[src/design/appp_pkg.sv]
// Package of shared types, constants and arithmetic helpers for the access-pressure PRB policy.
package appp_pkg;

  localparam int unsigned BwpW      = 9;
  localparam int unsigned PermilleW = 10;

  localparam logic [PermilleW-1:0] PermilleMax = 10'd1000;
  localparam logic [13:0]          BlendHigh   = 14'd6000;
  localparam logic [13:0]          BlendMed    = 14'd2500;

  localparam logic [PermilleW-1:0] CtrlRatioHigh = 10'd400;
  localparam logic [PermilleW-1:0] CtrlRatioMed  = 10'd300;
  localparam logic [PermilleW-1:0] CtrlRatioLow  = 10'd200;
  localparam logic [PermilleW-1:0] DataRatioHigh = 10'd400;
  localparam logic [PermilleW-1:0] DataRatioMed  = 10'd500;
  localparam logic [PermilleW-1:0] DataRatioLow  = 10'd600;

  typedef enum logic [1:0] {
    CFG_BWP_A = 2'd0,
    CFG_BWP_B = 2'd1,
    CFG_BWP_C = 2'd2
  } cfg_index_t;

  typedef enum logic [2:0] {
    STATUS_OK        = 3'd0,
    STATUS_BAD_ID    = 3'd1,
    STATUS_NO_IQ     = 3'd2,
    STATUS_BAD_BWP   = 3'd3,
    STATUS_BAD_RATIO = 3'd4
  } status_t;

  typedef enum logic [1:0] {
    LEVEL_LOW  = 2'd0,
    LEVEL_MED  = 2'd1,
    LEVEL_HIGH = 2'd2
  } level_t;

  typedef struct packed {
    logic [BwpW-1:0] bwp_a;
    logic [BwpW-1:0] bwp_b;
    logic [BwpW-1:0] bwp_c;
  } bwp_cfg_t;

  typedef struct packed {
    logic [15:0]     ue_id;
    logic [BwpW-1:0] bwp_size;
    logic [7:0]      retry_count;
    logic [7:0]      msg3_fail_count;
    logic [7:0]      reject_count;
    logic [7:0]      discard_count;
    logic [15:0]     prior_pressure;
    logic [7:0]      weight_in;
    logic            iq_present;
  } req_t;

  typedef struct packed {
    logic                 accepted;
    status_t              status;
    logic [BwpW-1:0]      control_prbs;
    logic [BwpW-1:0]      data_prbs;
    logic [7:0]           weight_out;
    logic [PermilleW-1:0] now_pressure;
    logic [PermilleW-1:0] smooth_pressure;
    logic [PermilleW-1:0] control_ratio;
    logic [PermilleW-1:0] data_ratio;
    level_t               level;
  } rsp_t;

  // Division by ten through a reciprocal multiply, exact for every 14-bit numerator below 10240.
  function automatic logic [PermilleW-1:0] div10(input logic [13:0] x);
    logic [27:0] prod;
    prod = {14'd0, x} * 28'd13108;
    return prod[26:17];
  endfunction

  // Division by five through a reciprocal multiply, exact for every 11-bit numerator.
  function automatic logic [BwpW-1:0] div5(input logic [10:0] x);
    logic [24:0] prod;
    prod = {14'd0, x} * 25'd3277;
    return prod[22:14];
  endfunction

endpackage

[src/design/appp_cfg_regs.sv]
// Configuration registers holding the three supported bandwidth-part sizes.
module appp_cfg_regs
  import appp_pkg::*;
(
  input  logic            clk,
  input  logic            rst,
  input  logic            cfg_wr_en,
  input  logic [1:0]      cfg_index,
  input  logic [BwpW-1:0] cfg_wdata,
  output bwp_cfg_t        cfg
);

  always_ff @(posedge clk) begin
    if (rst) begin
      cfg.bwp_a <= 9'd51;
      cfg.bwp_b <= 9'd48;
      cfg.bwp_c <= 9'd106;
    end else if (cfg_wr_en) begin
      case (cfg_index)
        CFG_BWP_A: cfg.bwp_a <= cfg_wdata;
        CFG_BWP_B: cfg.bwp_b <= cfg_wdata;
        CFG_BWP_C: cfg.bwp_c <= cfg_wdata;
        default: ;
      endcase
    end
  end

endmodule

[config.mk]
export PLATFORM = sky130hd
export DESIGN_NAME = appp_cfg_regs
export DESIGN_NICKNAME = d
export VERILOG_FILES = /design/src/design/appp_pkg.sv /design/src/design/appp_cfg_regs.sv
export SDC_FILE = /design/constraint.sdc
export NUM_CORES = 1
export LEC_CHECK = 0
export ABC_AREA = 1
export BUFFER_PORTS_ARGS = -buffer_cell sky130_fd_sc_hd__buf_4
export CAP_MARGIN = 20
export CORE_ASPECT_RATIO = 0.75
export CORE_UTILIZATION = 40
export CTS_CLUSTER_DIAMETER = 80
export DETAILED_ROUTE_END_ITERATION = 8
export PLACE_DENSITY = 0.67
export SETUP_SLACK_MARGIN = 0.1
export SLEW_MARGIN = 20
export SYNTH_ARGS = -nofsm -noshare
export SYNTH_HDL_FRONTEND = slang
export SYNTH_SLANG_ARGS = --single-unit
[constraint.sdc]
create_clock -name clk -period 1.4 [get_ports clk]
set_clock_uncertainty 0.2 [all_clocks]
set_input_delay 0.21 -clock clk [delete_from_list [all_inputs] [get_ports clk]]
set_output_delay 0.21 -clock clk [all_outputs]
set_load 0.1 [all_outputs]
### After elaboration in Yosys (flattened, before gate mapping)

Index checks and enable logic that the tools add are counted.

| word-level totals | value |
|---|---|
| bits of input ports | 14 |
| register bits after elaboration | 27 |
| output and inout port bits | 27 |
| word-level logic and storage cells | 9 |

| operators by class | value |
|---|---|
| equal/unequal tests | 2 |
| reductions and logical operators | 4 |

Operators by type and width:

| kind | count |
|---|---|
| AND reduction 2 bit | 3 |
| equality test 2 x 1 -> 1 bit, second input constant | 1 |
| equality test 2 bit, second input constant | 1 |
| zero test 2 bit | 1 |

### Logic depth before layout (Yosys ltp)

Gate-level depths: netlist of run 1.

| logic depth | value |
|---|---|
| depth in word-level cells | 2 |
| depth in mapped cells | 6 |
| depth with buffers taken out | 5 |

### Least setup slack after synthesis of run 1

OpenSTA, ideal clock, no wires.

| path | value |
|---|---|
| path kind | register -> register |
| start | register cfg[7] (netlist name) |
| end | register cfg[7] (netlist bit) |
| period minus slack after synthesis | 1,475 ps |
| setup time | 62 ps |
| buffers on the path | 0 |
| arrival time | 1,213 ps |
| required time | 1,138 ps |
| setup slack | -75 ps |
| cell stages (with the launch flop) | 5 |
| cell sequence | dfxtp_1 inv_1 nand2_1 nand2_1 nor2_2 |

RTL lines:

| item | RTL line | text |
|---|---|---|
| to (decl) | appp_cfg_regs.sv:10 | `output bwp_cfg_t cfg` |

### Worst setup path after layout of run 1

| path | value |
|---|---|
| start | register cfg[8] (netlist bit) |
| end | output port cfg[8] (netlist bit) |

No word-level cell between the ends.

==> results of run 1 <==
worst max path at each step:
stage | end | slack (ns) | depth (start not counted)
floorplan | cfg[7] | 0.24 | 4
global placement | cfg[10] | 0.17 | 5
detailed placement | cfg[9] | 0.14 | 5
CTS | cfg[12] | 0.12 | 1
global route | cfg[22] | 0.10 | 1
finish | cfg[8] | 0.13 | 1
cell type report:
cell class / instances / area [um^2] / area share
sequential: 27 / 574.3 / 0.3338
timing repair buffer: 52 / 531.8 / 0.3091
multi-input combinational: 102 / 445.4 / 0.2589
inverter: 20 / 75.07 / 0.04364
tap: 36 / 45.04 / 0.02618
clock buffer: 3 / 41.29 / 0.02400
clock inverter: 1 / 7.507 / 0.004364
metrics by stage:
stage | instances | total power, uW | hold WS [ns]
3_5_place_dp | 229 | 1388 | 0.2403
5_1_grt | 241 | 1958 | 0.03095
3_3_place_gp | 229 | 1381 | 0.2352
2_1_floorplan | 156 | 1254 | 0.1448
6_report | 241 | 1893 | 0.01998
4_1_cts | 240 | 1895 | 0.000009520
layer usage:
layer / up-vias / GRT usage / share of wire
met1: 504 / 0.2622 / 0.49
met3: 4 / 0.05476 / 0.045
met5: - / 0 / 0
li1: 579 / - / -
met4: 0 / 0.08372 / 0.013
met2: 31 / 0.3239 / 0.45
kinds of logic (layout without fill, tap and decap cells):
group | count (synthesis) | after routing | synth area share
AOI/OAI and AO/OA | 5 | 5 | 0.02257
DFF | 27 | 27 | 0.4876
buffers and inverters | 27 | 76 | 0.1106
and+or+nand+nor | 97 | 97 | 0.3792
cell usage after synthesis:
cell type   n  area [um^2]
nand3_2     2        20.02
nand4_1     6        37.54
buf_6       2        22.52
nor2_1     28        105.1
inv_1      17        63.81
buf_2       2        10.01
clkinv_1    1        3.750
nand2_1    40        150.1
nand3_1    19        95.09
dfxtp_1    27        540.5
a21oi_1     5        25.02
buf_4       1        7.510
nor2_2      2        12.51
inv_2       2        7.510
clkbuf_1    2        7.510
report_power, final:
| part | total (uW) | leakage [uW] | switching, uW | internal [uW] |
|---|---|---|---|---|
| Clock | 468 | 0.0000217 | 265 | 203 |
| Combinational | 579 | 0.000615 | 414 | 165 |
| Sequential | 846 | 0.000224 | 29.3 | 816 |
repair_timing:
action                                 in CTS  in global routing
setup endpoints to repair                  27                  2
hold buffers                                7                  1
endpoints found under the hold margin      11                  1
resized for setup                          27                  2
==> run summary, run 1 <==
status: finished clean
setup ws final: 0.1280 ns
row count: 16
maxcap violations: 0
Min-Delay Endpoint: cfg[14]
Top reg by flops: cfg
TritonCTS buffer count: 3
syn_nets: 170
critical path data required time: 0.99 ns
number of global-route vias before repair: 965
first-pass GRT wire length: 4402 um
Worst path slowest cell: dfxtp_2
Yosys cell types: 15
Remaining Overflow, GRT: 0
Remaining DRCs: 0
RSZ-0062 raised after global routing: no
total number of vias: 1118
reg-to-reg startpoint: cfg[2]
Final setup viols: 0
HPWL after DPL: 1926 um
data arrival time of the worst path: 0.86 ns
startpoint types: register
hold_sp: cfg_wdata[5]
detailed-route wire length: 2802 um
GPL Wtd Cong: 0.7882
DP Worst Slack: 0.1438 ns
Cell Area, Synth: 0.001109 mm^2
Total Routing Usage GR: 0.2008
CP Class: register to primary output
CP bufs+invs: 1
Syn. warnings: 0
Nets: 220
Placed Area: 0.001483 mm^2
CP endpoint kind: primary output
FF-to-FF path depth: 4
Peak supply drop: 601.9 uV
layout cells sized above 1: 0.3951
Avg Cell Area, Syn: 7.106 um^2
Slew @ Worst Pin: 0.3331 ns
starting density of the core: 0.4227
Fmax: 0.7862 GHz
core area: 0.002623 mm^2
Vias/cell: 4.639
Die W: 62.79 um
post-route ant nets: 0
number of diodes: 0
drt pass-1 iters: 6
sequential share of the synthesized area: 0.4876
Pwr Density: 1100 mW/mm^2
PortBufs: 40
Slew Limit Fails: 0
Crit path largest cell delay: 0.35 ns
LEAKAGE: 0.0008612 uW
Worst R2R Setup Slack: 0.55 ns
Post-CTS Setup Bufs: 0
Final Hold Vio Count: 0
H-tree depth: 1
die height: 47.59 um
Critical R2R Capture: cfg[2]
Cells after Synth: 156
Sink Count: 27
Critical Path Start: cfg[8]
fin util: 0.6560
synthesis-stage register bit count: 27
Rel. slew slack: 0.7777
I/O pin count: 41
Skew-Pair Late Insertion Delay: 0.28 ns
Min Clock Period, post-route: 1.272 ns
initial antenna violation count: 0
worst min path class: input pin to register
Critical Path, Cell by Cell: buf_6
clock-pin slew on the worst setup and hold paths: 0.10 ns
final worst-path cycle share: 0.9086
Starting DRT DRC Count: 67
Worst Hold Depth: 3
commonest non-fill, non-tap cell in the layout: nand2_1
FILL cells: 234
CTS tree: built
drt wl/cell: 11.63 um
final instance area: 0.001720 mm^2
largest net degree at the start of global routing: 28
die area: 0.002988 mm^2
number of flip-flops in the largest register: 27
CTS Root Cell: clkbuf_8
Max FO, Critical Path: 2
delay-heaviest family, CP: flip-flops
final setup TNS: 0 ns
Area Growth Syn to Fin: 55.19%
Regs by FF count: cfg x27
commonest non-fill, non-tap cells in the layout: 40 x nand2_1, 28 x nor2_1, 27 x dfxtp_2, 25 x buf_6, 19 x nand3_1
clock buffer depth: 2
No activity file was read; power rests on OpenSTA's default activity.
==> run 2: changes to the inputs <==
--- a/config.mk
+++ b/config.mk
@@ -8,11 +8,14 @@
 export ABC_AREA = 1
 export BUFFER_PORTS_ARGS = -buffer_cell sky130_fd_sc_hd__buf_4
 export CAP_MARGIN = 20
+export CELL_PAD_IN_SITES_DETAIL_PLACEMENT = 1
+export CELL_PAD_IN_SITES_GLOBAL_PLACEMENT = 2
 export CORE_ASPECT_RATIO = 0.75
-export CORE_UTILIZATION = 40
+export CORE_UTILIZATION = 27
 export CTS_CLUSTER_DIAMETER = 80
 export DETAILED_ROUTE_END_ITERATION = 8
-export PLACE_DENSITY = 0.67
+export GPL_ROUTABILITY_DRIVEN = 0
+export PLACE_DENSITY_LB_ADDON = 0.1
 export SETUP_SLACK_MARGIN = 0.1
 export SLEW_MARGIN = 20
 export SYNTH_ARGS = -nofsm -noshare
==> run 2 against run 1 <==
First-iteration DRC count shrank 15%. Cell area decreased by 0.36%. Via count increased by 0.98%. Clock-buffer cell count grew 1. Non-clock buffer count decreased by 3. Highest routed layer unchanged.
==> run summary, run 2 (same netlist as run 1, synthesis figures left out) <==
Min Clock Period, post-route: 1.258 ns (was 1.272 ns)
clock-pin slew on the worst setup and hold paths: 0.09 ns (was 0.10 ns)
Sink Count: 27 (unchanged)
CP endpoint kind: primary output (unchanged)
CTS tree: built (unchanged)
Peak supply drop: 498.1 uV (was 601.9 uV)
row count: 19 (was 16)
H-tree depth: 1 (unchanged)
Final Hold Vio Count: 0 (unchanged)
drt wl/cell: 12.28 um (was 11.63 um)
detailed-route wire length: 3119 um (was 2802 um)
layout cells sized above 1: 0.3911 (was 0.3951)
CP Class: register to primary output (unchanged)
CP bufs+invs: 1 (unchanged)
Nets: 217 (was 220)
commonest non-fill, non-tap cells in the layout: 40 x nand2_1, 28 x nor2_1, 27 x dfxtp_2, 27 x buf_6, 19 x nand3_1 (was 40 x nand2_1, 28 x nor2_1, 27 x dfxtp_2, 25 x buf_6, 19 x nand3_1)
Max FO, Critical Path: 2 (unchanged)
Vias/cell: 4.445 (was 4.639)
drt pass-1 iters: 4 (was 6)
clock buffer depth: 2 (unchanged)
Rel. slew slack: 0.7889 (was 0.7777)
Total Routing Usage GR: 0.1563 (was 0.2008)
Critical R2R Capture: cfg[15] (was cfg[2])
Pwr Density: 1087 mW/mm^2 (was 1100 mW/mm^2)
Worst R2R Setup Slack: 0.56 ns (was 0.55 ns)
Non-Filler Instances: 254 (was 241)
critical path data required time: 0.99 ns (about the same)
Slew @ Worst Pin: 0.3163 ns (was 0.3331 ns)
Starting DRT DRC Count: 57 (was 67)
Worst path slowest cell: dfxtp_2 (unchanged)
number of global-route vias before repair: 1179 (was 965)
HPWL after DPL: 2320 um (was 1926 um)
reg-to-reg startpoint: cfg[15] (was cfg[2])
hold_sp: cfg_wdata[6] (was cfg_wdata[5])
Remaining Overflow, GRT: 0 (unchanged)
Post-CTS Setup Bufs: 0 (unchanged)
startpoint types: register (unchanged)
Skew-Pair Late Insertion Delay: 0.27 ns (was 0.28 ns)
RSZ-0062 raised after global routing: no (unchanged)
FF-to-FF path depth: 4 (unchanged)
number of flip-flops in the largest register: 27 (unchanged)
Top reg by flops: cfg (unchanged)
Crit path largest cell delay: 0.35 ns (about the same)
Die W: 75.99 um (was 62.79 um)
Fmax: 0.7950 GHz (was 0.7862 GHz)
core area: 0.003804 mm^2 (was 0.002623 mm^2)
Min-Delay Endpoint: cfg[15] (was cfg[14])
data arrival time of the worst path: 0.85 ns (was 0.86 ns)
Slew Limit Fails: 0 (unchanged)
Final setup viols: 0 (unchanged)
initial antenna violation count: 0 (unchanged)
Critical Path, Cell by Cell: buf_6 (unchanged)
maxcap violations: 0 (unchanged)
commonest non-fill, non-tap cell in the layout: nand2_1 (unchanged)
worst min path class: input pin to register (unchanged)
FILL cells: 471 (was 234)
PortBufs: 40 (unchanged)
TritonCTS buffer count: 3 (unchanged)
starting density of the core: 0.2914 (was 0.4227)
die area: 0.004369 mm^2 (was 0.002988 mm^2)
LEAKAGE: 0.0008501 uW (was 0.0008612 uW)
post-route ant nets: 0 (unchanged)
I/O pin count: 41 (unchanged)
status: finished clean (unchanged)
largest net degree at the start of global routing: 28 (unchanged)
cell count after placement: 244 (was 229)
Worst Hold Depth: 3 (unchanged)
multi-input logic area: 445.4 um^2 (unchanged)
delay-heaviest family, CP: flip-flops (unchanged)
die height: 57.49 um (was 47.59 um)
Remaining DRCs: 0 (unchanged)
final worst-path cycle share: 0.8985 (was 0.9086)
register area: 574.3 um^2 (unchanged)
number of diodes: 0 (unchanged)
CTS Root Cell: clkbuf_8 (unchanged)
Regs by FF count: cfg x27 (unchanged)
total number of vias: 1129 (was 1118)
Area Growth Syn to Fin: 54.63% (was 55.19%)
final setup TNS: 0 ns (unchanged)
first-pass GRT wire length: 5388 um (was 4402 um)
-- run 2: cell count changes in the layout (fill, tap and decap cells not counted) --
cell	delta
buf_4	-2
buf_6	+2
buf_8	-2
dlygate4sd3_1	-2
buf_12	+1
clkbuf_1	+1
clkinvlp_4	-1
-- run 2: power by group --
| group | total, uW | internal [uW] | leakage, uW | switching [uW] |
|---|---|---|---|---|
| Clock | 441 | 204 | 0.0000228 | 237 |
| Sequential | 845 | 816 | 0.000224 | 28.7 |
| Combinational | 577 | 161 | 0.000603 | 416 |
| Total | 1860 | 1180 | 0.000850 | 682 |
-- run 2: worst max-delay path by stage --
stage	cells after the start	startpoint	endpoint	slack (ns)
floorplan	4	cfg[7]	cfg[7]	0.24
global placement	5	cfg_index[0]	cfg[7]	0.14
detailed placement	5	cfg_index[0]	cfg[7]	0.12
CTS	1	cfg[15]	cfg[15]	0.12
global route	1	cfg[15]	cfg[15]	0.10
finish	1	cfg[13]	cfg[13]	0.14
-- run 2: final cells by class --
type                       count  share of cell area
inverter                      20             0.04380
clock buffer                   4             0.02628
tap                           52             0.03796
timing repair buffer          49              0.2971
multi-input combinational    102              0.2599
sequential                    27              0.3350
-- run 2: per-stage QoR --
stage	setup WS [ns]	hold slack, ns	util	power (uW)	area (um^2)
finish	0.1421	0.006957	0.4507	1863	1714
floorplan	0.2365	0.1448	-	1254	1142
CTS	0.1239	0.001341	0.4507	1900	1714
global placement	0.1389	0.2307	0.3964	1387	1508
detailed placement	0.1171	0.2338	0.3964	1398	1508
global route	0.1020	0.005497	0.4507	1958	1714
-- run 2: repair_timing --
| action | 4_1_cts | 5_1_grt |
|---|---|---|
| gates resized for setup | 27 | 0 |
| endpoints found under the setup margin | 27 | 0 |
| hold buffers | 6 | 0 |
| endpoints found under the hold margin | 9 | 0 |
-- run 2: layer usage --
metal,up-vias,part of all wire,global-route usage
met3,2,0.040,0.04160
met1,525,0.46,0.1808
met2,27,0.49,0.2974
met5,-,0,0
met4,0,0.0032,0.02473
li1,575,-,-
-- run 2: worst min-delay path, stage by stage --
cell and delay [ns]:
buf_4 0.10, nor2_1 0.04, nor2_1 0.09
